$ cat src/positional_sequence_store_assert.svh
// ----------------------------------------------------------------------------
// positional_sequence_store_assert.svh
// Assertion macros for the positional sequence store. They expand to
// concurrent assertions in simulation and to nothing in synthesis.
// ----------------------------------------------------------------------------
`ifndef POSITIONAL_SEQUENCE_STORE_ASSERT_SVH
`define POSITIONAL_SEQUENCE_STORE_ASSERT_SVH

`ifndef SYNTHESIS

// Check a property at every rising clock edge outside reset.
`define PSS_ASSERT(name, clk, rst_n, prop, msg) \
  name: assert property (@(posedge clk) disable iff (!rst_n) (prop)) else $error(msg);

// Check that a condition implies another one in the next cycle.
`define PSS_ASSERT_NEXT(name, clk, rst_n, pre, post, msg) \
  name: assert property (@(posedge clk) disable iff (!rst_n) (pre) |=> (post)) else $error(msg);

`else

`define PSS_ASSERT(name, clk, rst_n, prop, msg)
`define PSS_ASSERT_NEXT(name, clk, rst_n, pre, post, msg)

`endif

`endif

$ cat src/pss_pkg.sv
// ----------------------------------------------------------------------------
// pss_pkg
// Operation codes, status codes and cell command types shared by the
// positional sequence store and its cells.
// ----------------------------------------------------------------------------
package pss_pkg;

  // Request operations
  typedef enum logic [3:0] {
    OP_PUSH_BACK  = 4'd0,
    OP_PUSH_FRONT = 4'd1,
    OP_INSERT     = 4'd2,
    OP_POP_BACK   = 4'd3,
    OP_POP_FRONT  = 4'd4,
    OP_REMOVE     = 4'd5,
    OP_READ       = 4'd6,
    OP_WRITE      = 4'd7,
    OP_CLEAR      = 4'd8,
    OP_FRONT      = 4'd9,
    OP_BACK       = 4'd10
  } op_e;

  // Result status
  typedef enum logic [1:0] {
    ST_OK    = 2'd0,
    ST_RANGE = 2'd1,
    ST_EMPTY = 2'd2,
    ST_FULL  = 2'd3
  } status_e;

  // What each cell does with the broadcast position
  typedef enum logic [1:0] {
    CK_HOLD   = 2'd0,
    CK_INSERT = 2'd1,
    CK_REMOVE = 2'd2,
    CK_WRITE  = 2'd3
  } cell_kind_e;

  // Command broadcast along the cell row
  typedef struct packed {
    cell_kind_e kind;
    logic       rd_en;
  } cell_ctl_t;

  // Cells merged per register of the read gather tree
  localparam int GatherGroup = 32;

endpackage

$ cat src/positional_sequence_store.sv
// ----------------------------------------------------------------------------
// positional_sequence_store
// Ordered sequence of up to CAPACITY words held packed in a row of cells.
// ----------------------------------------------------------------------------
// Usage:
//   A request word (operation, position, item_value) enters on the input
//   channel; each request gives exactly one result word (read_value, status,
//   element_count, is_empty) on the output channel, in request order.
//   Insertions shift later cells up and removals shift them down, all cells
//   moving in the same cycle.
//   After acceptance a request passes through the cell update, the group
//   gather and the final merge into the output register, in that order.
//   No new request is taken while one is in flight: the input stays closed
//   from acceptance until its result is loaded into the output register.
//   The output register holds a finished result while the receiver stalls;
//   the next request is still taken and runs up to the final merge, where it
//   waits until the output register is free, with the input closed meanwhile.
//   Reset empties the store (count zero); cell contents are not cleared and
//   are only ever read below the count.
// ----------------------------------------------------------------------------
`include "positional_sequence_store_assert.svh"

module positional_sequence_store
  import pss_pkg::*;
#(
  parameter int CAPACITY   = 64,
  parameter int DATA_WIDTH = 8
) (
  input  logic                                clk_i,
  input  logic                                rst_ni,
  input  logic                                in_valid_i,
  output logic                                in_ready_o,
  input  logic [3:0]                          operation_i,
  input  logic [$clog2(CAPACITY+1)-1:0]       position_i,
  input  logic [DATA_WIDTH-1:0]               item_value_i,
  output logic                                out_valid_o,
  input  logic                                out_ready_i,
  output logic [DATA_WIDTH-1:0]               read_value_o,
  output logic [1:0]                          status_o,
  output logic [$clog2(CAPACITY+1)-1:0]       element_count_o,
  output logic                                is_empty_o
);

  localparam int CNT_W = $clog2(CAPACITY + 1);
  localparam logic [CNT_W-1:0] CapCount = CNT_W'(CAPACITY);

  typedef enum logic [3:0] {
    S_IDLE   = 4'b0001,
    S_EXEC   = 4'b0010,
    S_GATHER = 4'b0100,
    S_DONE   = 4'b1000
  } state_e;

  state_e                state_q, state_d;
  logic [CNT_W-1:0]      count_q, count_d;
  cell_ctl_t             ctl_q, ctl_d;
  logic [CNT_W-1:0]      at_q, at_d;
  logic [DATA_WIDTH-1:0] val_q;
  status_e               st_q, st_d;

  logic                  out_valid_q;
  logic [DATA_WIDTH-1:0] read_value_q;
  status_e               status_q;
  logic [CNT_W-1:0]      element_count_q;
  logic                  is_empty_q;

  logic                  in_acc;
  logic                  out_load;
  logic                  full, empty;
  logic [DATA_WIDTH-1:0] cell_val [CAPACITY];
  logic [DATA_WIDTH-1:0] cell_rd  [CAPACITY];
  logic [DATA_WIDTH-1:0] gather_rd;

  assign in_ready_o = (state_q == S_IDLE);
  assign in_acc     = in_valid_i && in_ready_o;
  assign out_load   = (state_q == S_DONE) && (!out_valid_q || out_ready_i);
  assign full       = (count_q >= CapCount);
  assign empty      = (count_q == '0);

  // Decode a request against the current count
  always_comb begin
    ctl_d   = '{kind: CK_HOLD, rd_en: 1'b0};
    at_d    = position_i;
    st_d    = ST_OK;
    count_d = count_q;
    case (op_e'(operation_i))
      OP_PUSH_BACK: begin
        if (full) begin
          st_d = ST_FULL;
        end else begin
          ctl_d.kind = CK_INSERT;
          at_d       = count_q;
          count_d    = count_q + CNT_W'(1);
        end
      end
      OP_PUSH_FRONT: begin
        if (full) begin
          st_d = ST_FULL;
        end else begin
          ctl_d.kind = CK_INSERT;
          at_d       = '0;
          count_d    = count_q + CNT_W'(1);
        end
      end
      OP_INSERT: begin
        if (position_i > count_q) begin
          st_d = ST_RANGE;
        end else if (full) begin
          st_d = ST_FULL;
        end else begin
          ctl_d.kind = CK_INSERT;
          count_d    = count_q + CNT_W'(1);
        end
      end
      OP_POP_BACK: begin
        if (empty) begin
          st_d = ST_EMPTY;
        end else begin
          count_d = count_q - CNT_W'(1);
        end
      end
      OP_POP_FRONT: begin
        if (empty) begin
          st_d = ST_EMPTY;
        end else begin
          ctl_d.kind = CK_REMOVE;
          at_d       = '0;
          count_d    = count_q - CNT_W'(1);
        end
      end
      OP_REMOVE: begin
        if (position_i >= count_q) begin
          st_d = ST_RANGE;
        end else begin
          ctl_d.kind = CK_REMOVE;
          count_d    = count_q - CNT_W'(1);
        end
      end
      OP_READ: begin
        if (position_i >= count_q) begin
          st_d = ST_RANGE;
        end else begin
          ctl_d.rd_en = 1'b1;
        end
      end
      OP_WRITE: begin
        if (position_i >= count_q) begin
          st_d = ST_RANGE;
        end else begin
          ctl_d.kind = CK_WRITE;
        end
      end
      OP_CLEAR: begin
        count_d = '0;
      end
      OP_FRONT: begin
        if (empty) begin
          st_d = ST_EMPTY;
        end else begin
          ctl_d.rd_en = 1'b1;
          at_d        = '0;
        end
      end
      OP_BACK: begin
        if (empty) begin
          st_d = ST_EMPTY;
        end else begin
          ctl_d.rd_en = 1'b1;
          at_d        = count_q - CNT_W'(1);
        end
      end
      default: st_d = ST_OK;
    endcase
  end

  // Sequence one request through the row and the gather tree
  always_comb begin
    state_d = state_q;
    case (state_q)
      S_IDLE:   if (in_acc) state_d = S_EXEC;
      S_EXEC:   state_d = S_GATHER;
      S_GATHER: state_d = S_DONE;
      S_DONE:   if (out_load) state_d = S_IDLE;
      default:  state_d = S_IDLE;
    endcase
  end

  // Control state
  always_ff @(posedge clk_i or negedge rst_ni) begin
    if (!rst_ni) begin
      state_q     <= S_IDLE;
      count_q     <= '0;
      ctl_q       <= '{kind: CK_HOLD, rd_en: 1'b0};
      out_valid_q <= 1'b0;
    end else begin
      state_q <= state_d;
      if (in_acc) begin
        count_q <= count_d;
        ctl_q   <= ctl_d;
      end
      if (out_load) begin
        out_valid_q <= 1'b1;
      end else if (out_ready_i) begin
        out_valid_q <= 1'b0;
      end
    end
  end

  // Hold the decoded request payload
  always_ff @(posedge clk_i) begin
    if (in_acc) begin
      at_q  <= at_d;
      val_q <= item_value_i;
      st_q  <= st_d;
    end
  end

  // Row of cells
  for (genvar i = 0; i < CAPACITY; i++) begin : g_cell
    logic [DATA_WIDTH-1:0] lower, upper;
    if (i == 0) begin : g_first
      assign lower = '0;
    end else begin : g_lower
      assign lower = cell_val[i-1];
    end
    if (i == CAPACITY - 1) begin : g_last
      assign upper = '0;
    end else begin : g_upper
      assign upper = cell_val[i+1];
    end

    pss_cell #(
      .DATA_WIDTH (DATA_WIDTH),
      .CNT_W      (CNT_W),
      .INDEX      (i)
    ) u_cell (
      .clk_i   (clk_i),
      .en_i    (state_q == S_EXEC),
      .ctl_i   (ctl_q),
      .at_i    (at_q),
      .value_i (val_q),
      .lower_i (lower),
      .upper_i (upper),
      .data_o  (cell_val[i]),
      .rd_o    (cell_rd[i])
    );
  end

  pss_gather #(
    .DATA_WIDTH (DATA_WIDTH),
    .CAPACITY   (CAPACITY)
  ) u_gather (
    .clk_i (clk_i),
    .rd_i  (cell_rd),
    .rd_o  (gather_rd)
  );

  // Output register
  always_ff @(posedge clk_i) begin
    if (out_load) begin
      read_value_q    <= gather_rd;
      status_q        <= st_q;
      element_count_q <= count_q;
      is_empty_q      <= (count_q == '0);
    end
  end

  assign out_valid_o     = out_valid_q;
  assign read_value_o    = read_value_q;
  assign status_o        = status_q;
  assign element_count_o = element_count_q;
  assign is_empty_o      = is_empty_q;

  // Checks
  `PSS_ASSERT(a_count_in_range, clk_i, rst_ni, count_q <= CapCount,
              "count above capacity")
  `PSS_ASSERT(a_empty_matches_count, clk_i, rst_ni,
              !out_valid_o || (is_empty_o == (element_count_o == '0)),
              "empty flag disagrees with count")
  `PSS_ASSERT(a_fail_reads_zero, clk_i, rst_ni,
              !out_valid_o || (status_o == ST_OK) || (read_value_o == '0),
              "failed request returned data")
  `PSS_ASSERT_NEXT(a_full_push_holds, clk_i, rst_ni,
                   in_acc && full && (operation_i == OP_PUSH_BACK),
                   count_q == $past(count_q), "push when full changed count")

endmodule

$ cat src/pss_cell.sv
// ----------------------------------------------------------------------------
// pss_cell
// One storage cell of the row. Takes its lower or upper neighbor on insert or
// remove, loads the new word on a match, and offers its word on a read match.
// ----------------------------------------------------------------------------
module pss_cell
  import pss_pkg::*;
#(
  parameter int DATA_WIDTH = 8,
  parameter int CNT_W      = 7,
  parameter int INDEX      = 0
) (
  input  logic                  clk_i,
  input  logic                  en_i,
  input  cell_ctl_t             ctl_i,
  input  logic [CNT_W-1:0]      at_i,
  input  logic [DATA_WIDTH-1:0] value_i,
  input  logic [DATA_WIDTH-1:0] lower_i,
  input  logic [DATA_WIDTH-1:0] upper_i,
  output logic [DATA_WIDTH-1:0] data_o,
  output logic [DATA_WIDTH-1:0] rd_o
);

  localparam logic [CNT_W-1:0] MyIdx = CNT_W'(INDEX);

  logic [DATA_WIDTH-1:0] data_q, data_d;
  logic [DATA_WIDTH-1:0] rd_q;

  // Pick the next word for this cell
  always_comb begin
    data_d = data_q;
    case (ctl_i.kind)
      CK_INSERT: begin
        if (MyIdx > at_i) begin
          data_d = lower_i;
        end else if (MyIdx == at_i) begin
          data_d = value_i;
        end
      end
      CK_REMOVE: begin
        if (MyIdx >= at_i) begin
          data_d = upper_i;
        end
      end
      CK_WRITE: begin
        if (MyIdx == at_i) begin
          data_d = value_i;
        end
      end
      default: data_d = data_q;
    endcase
  end

  // Advance the cell on an execute strobe
  always_ff @(posedge clk_i) begin
    if (en_i) begin
      data_q <= data_d;
    end
  end

  // Offer the word when this cell is the one read
  always_ff @(posedge clk_i) begin
    rd_q <= (ctl_i.rd_en && (MyIdx == at_i)) ? data_q : '0;
  end

  assign data_o = data_q;
  assign rd_o   = rd_q;

endmodule

$ cat src/pss_gather.sv
// ----------------------------------------------------------------------------
// pss_gather
// Collects the read word from the cell row: one register per group of cells,
// then a final merge of the group registers.
// ----------------------------------------------------------------------------
module pss_gather
  import pss_pkg::*;
#(
  parameter int DATA_WIDTH = 8,
  parameter int CAPACITY   = 64
) (
  input  logic                  clk_i,
  input  logic [DATA_WIDTH-1:0] rd_i [CAPACITY],
  output logic [DATA_WIDTH-1:0] rd_o
);

  localparam int NumGroups = (CAPACITY + GatherGroup - 1) / GatherGroup;

  logic [DATA_WIDTH-1:0] grp_q [NumGroups];

  // Merge each group of cells into its register
  for (genvar g = 0; g < NumGroups; g++) begin : g_grp
    localparam int Base = g * GatherGroup;
    localparam int Size = ((CAPACITY - Base) < GatherGroup) ? (CAPACITY - Base) : GatherGroup;
    logic [DATA_WIDTH-1:0] grp_d;

    always_comb begin
      grp_d = '0;
      for (int k = 0; k < Size; k++) begin
        grp_d = grp_d | rd_i[Base + k];
      end
    end

    always_ff @(posedge clk_i) begin
      grp_q[g] <= grp_d;
    end
  end

  // Merge the group registers
  always_comb begin
    rd_o = '0;
    for (int g = 0; g < NumGroups; g++) begin
      rd_o = rd_o | grp_q[g];
    end
  end

endmodule

$ cat config.mk
export PLATFORM = sky130hd
export DESIGN_NAME = positional_sequence_store
export DESIGN_NICKNAME = d
export VERILOG_FILES = /design/src/pss_pkg.sv /design/src/positional_sequence_store.sv /design/src/pss_cell.sv /design/src/pss_gather.sv
export VERILOG_INCLUDE_DIRS = /design/src /design/src/src
export SDC_FILE = /design/constraint.sdc
export NUM_CORES = 2
export LEC_CHECK = 0
export ABC_AREA = 1
export BUFFER_PORTS_ARGS = -buffer_cell sky130_fd_sc_hd__buf_4
export CAP_MARGIN = 20
export CORE_MARGIN = 10
export CORE_UTILIZATION = 35
export CTS_CLUSTER_DIAMETER = 120
export DETAILED_ROUTE_END_ITERATION = 8
export GPL_ROUTABILITY_DRIVEN = 0
export SYNTH_ARGS = -nofsm -noshare
export SYNTH_HDL_FRONTEND = slang
export SYNTH_SLANG_ARGS = --single-unit
$ cat constraint.sdc
create_clock -name clk_i -period 3.4 [get_ports clk_i]
set_input_delay 0.51 -clock clk_i [delete_from_list [all_inputs] [get_ports clk_i]]
set_output_delay 0.51 -clock clk_i [all_outputs]
set_load 0.02 [all_outputs]
==> flow_summary.toml <==
[synthesis]
synth.avg_cell_area_um2 = 8.39
synth.area.top_cells = "edfxtp_1 (33%), dfxtp_1 (21%), nand2_1 (10%)"
synth_top_area_frac = 0.328
synth_flop_cell = "edfxtp_1"
synth-adder-area-share = 0.00250
yosys.area_share.simple = 0.215
synth-xor-area-share = 0.00105
ys_seq_area_frac = 0.547
yosys_warnings = 0
synth_edf_count = 547
syn-cell-area_mm2 = 0.0501
async_reset_ff_frac = 0.0138
syn_inst = 5966
synth_compound_area_frac = 0.157
synth_seq_cells = 1090
muxShareOfSynthArea = 0
synth_top_cell_by_area = "edfxtp_1"
syn-num-nets = 5999
ys_types = 48
synth_top_family_by_area = "simple AND/OR/NAND/NOR gates"

[clocking]
numCtsBuffers = 114
cts_tree = "yes"
htreeDepth = 3
cts_buffer_depth = 3
clock_sinks = 1090
clk_latency_ns = 0.74
cts.clk_slew.worst_paths_ns = 0.06
root_buffer = "clkbuf_16"

[finish]
drive_gt1_frac = 0.0918
stdcell_area_mm2 = 0.0574
num_antenna_cells = 0
final_nets = 6067
syn2layout_area_growth_pct = 14.6

[placement]
dp_hpwl_um = 124000
portBuffers = 42
dp_slack_ns = 0.373
place_area_mm2 = 0.0531

[floorplan]
start_util = 0.353
dieWidth_um = 398
die_height_um = 398
dieArea_mm2 = 0.159
coreArea_mm2 = 0.142
fp-row-count = 138
io_pins = 43

[setup_path]
end_kind = "register"
crit_required_ns = 3.84
crit_type = "register to register"
start_kind = "register"
crit_arrival_ns = 3.58
worstPathMaxFanout = 16

[hold_path]
hold_class = "input port to register"

[drt]
ant_nets = 0
drc = 0
drt_iter0_drc = 5804
vias = 44100
via_per_inst = 5.50
finalWirelength_um = 178000
firstDrtPassIters = 8
wl_per_cell_um = 22.2

[timing]
setup_viol_count_final = 0
totalNegativeSetupSlack_ns = 0
whs_ns = 0.0586
slew_headroom = 0.258
hold_viol = 0
fin_ws_ns = 0.256
skew_ns = 0.0323
max_freq_mhz = 318
rsz0062_at_grt = "no"
maxSlewViolCount = 0
finalCritPeriodShare = 0.925
worst_pin_slew_ns = 1.10
fin_crit_ns = 3.14

[flow_run]
cap_viol_max_count = 0

[power_and_ir_drop]
power_leakage_nw = 24.3
seqPwrFrac = 0.391
powerDensity_mw_per_mm2 = 727
peakVddDrop_mv = 0.453
p_clk_frac = 0.323
switching_power_mw = 14.6
intPower_mw = 27.1
p_sw_frac = 0.351
p_comb_frac = 0.287

[grt]
grt_pass1_vias = 40700
gr-total-overflow = 0
grt_pass1_wl_um = 263000
grt_use_total = 0.216
antenna_found_initial = 6
grt_max_degree = 128

[outcome]
status = "completed"
[placed cells by master, fill, tap and decap left out, types with 8 or more instances in the layout]
master         Yosys  final
o22ai_1          151    151
nand3_1          280    280
o221ai_1         142    142
a21oi_1          101    101
clkinv_2           0     15
nor4_1           128    128
edfxtp_1         547    547
nand4_1           60     60
nor2_2            29     30
a31o_2             8      8
nand2_1         1328   1327
nand2_2           11     11
dlygate4sd3_1      0     10
buf_12             0     12
inv_1            709    708
a22oi_1           57     57
clkinv_1           9     10
buf_4              7    200
inv_2             22     22
inv_4              0      9
o21bai_1          43     43
clkbuf_16          0    135
o21ai_0          623    622
ha_1              10     10
clkbuf_8           0     29
dfxtp_1          528    528
nor3_2             8      8
o211ai_1         100    100
o21ai_1           67     67
or2_2             45     45
dfrtp_1           14     12
clkbuf_1         210     19
nor2_1           622    620
[metrics by stage]
stage | instances | utilization | total power, mW
2_1_floorplan | 5966 | - | 23.8
3_3_place_gp | 7797 | 0.375 | 27.9
3_5_place_dp | 7798 | 0.375 | 28.1
4_1_cts | 8025 | 0.405 | 41.5
5_1_grt | 8025 | 0.405 | 43.4
6_report | 8025 | 0.405 | 41.7
[layer usage]
| layer | global-route usage | routed length, µm |
|---|---|---|
| met1 | 0.298 | 74200 |
| met2 | 0.328 | 77600 |
| met3 | 0.0460 | 19000 |
| met4 | 0.0833 | 7280 |
| met5 | 0 | 0 |
[registers in the layout, indices dropped and copies added, names as in the netlist]
signal                flops
at_q                      7
count_q                   7
ctl_q                     3
element_count_o           7
g_cell.u_cell.data_o    512
g_cell.u_cell.rd_o      512
is_empty_o                1
out_valid_o               1
read_value_o              8
st_q                      2
state_q                   4
status_o                  2
u_gather.grp_q           16
val_q                     8
[cell type report]
cell class	count	area, µm²
timing repair buffer	223	1870
multi-input combinational	3865	18800
inverter	740	2790
tap	1890	2360
clock inverter	33	265
sequential	1090	27400
clock buffer	184	3860
fill	14000	84400
[cell families (layout without fill, tap and decap cells)]
logic type,count (synthesis),in the layout
AO/OA/AOI/OAI,1312,1312
buffers and inverters,1011,1180
flip-flops,1090,1090
XOR/XNOR,6,6
AND/OR/NAND/NOR,2537,2537
adder cells (fa/ha/maj),10,10
[power by group through the flow]
stage / registers (mW) / clock network [mW] / logic [mW]
final: 16.3 / 13.5 / 12.0
after global routing: 16.3 / 14.1 / 12.9
after CTS: 16.3 / 13.6 / 11.6
after detailed placement: 16.5 / 0 / 11.6
after global placement: 16.5 / 0 / 11.3
after floorplan: 16.1 / 0 / 7.68
[what timing repair did]
action	in CTS	in global routing
buffers inserted	0	0
setup endpoints to repair	0	0
hold buffers	10	0
gates resized for setup	0	0
hold endpoints to repair	24	0
[path summary, 6_finish.rpt]
kind	endpoint	depth (start not counted)	slack (ns)	from
max in group asynchronous	state_q[0]	2	2.98	rst_ni
worst max-delay path	g_cell[49].u_cell.data_o[7]	8	0.26	at_q[3]
worst max register to register	g_cell[49].u_cell.data_o[7]	8	0.26	at_q[3]
worst min register to register	status_o[1]	0	0.44	st_q[1]
worst min-delay path	out_valid_o	4	0.06	out_ready_i
min in group asynchronous	state_q[3]	2	0.17	rst_ni
[synthesized netlist by cell type (67+ instances only)]
library cell	count
nand2_1	1328
nand3_1	280
inv_1	709
o211ai_1	100
o21ai_0	623
clkbuf_1	210
a21oi_1	101
o21ai_1	67
o221ai_1	142
nor4_1	128
edfxtp_1	547
dfxtp_1	528
nor2_1	622
o22ai_1	151
[worst max-delay path, stage by stage, from the launching register on]
cell and delay [ns]:
edfxtp_1 0.61, inv_2 0.21, nand2_1 0.15, nor2_1 0.61, nand2_1 0.55, o21ai_0 0.42
o22ai_1 0.13, inv_1 0.07, o21ai_0 0.09
(Power assumes the default switching activity.)
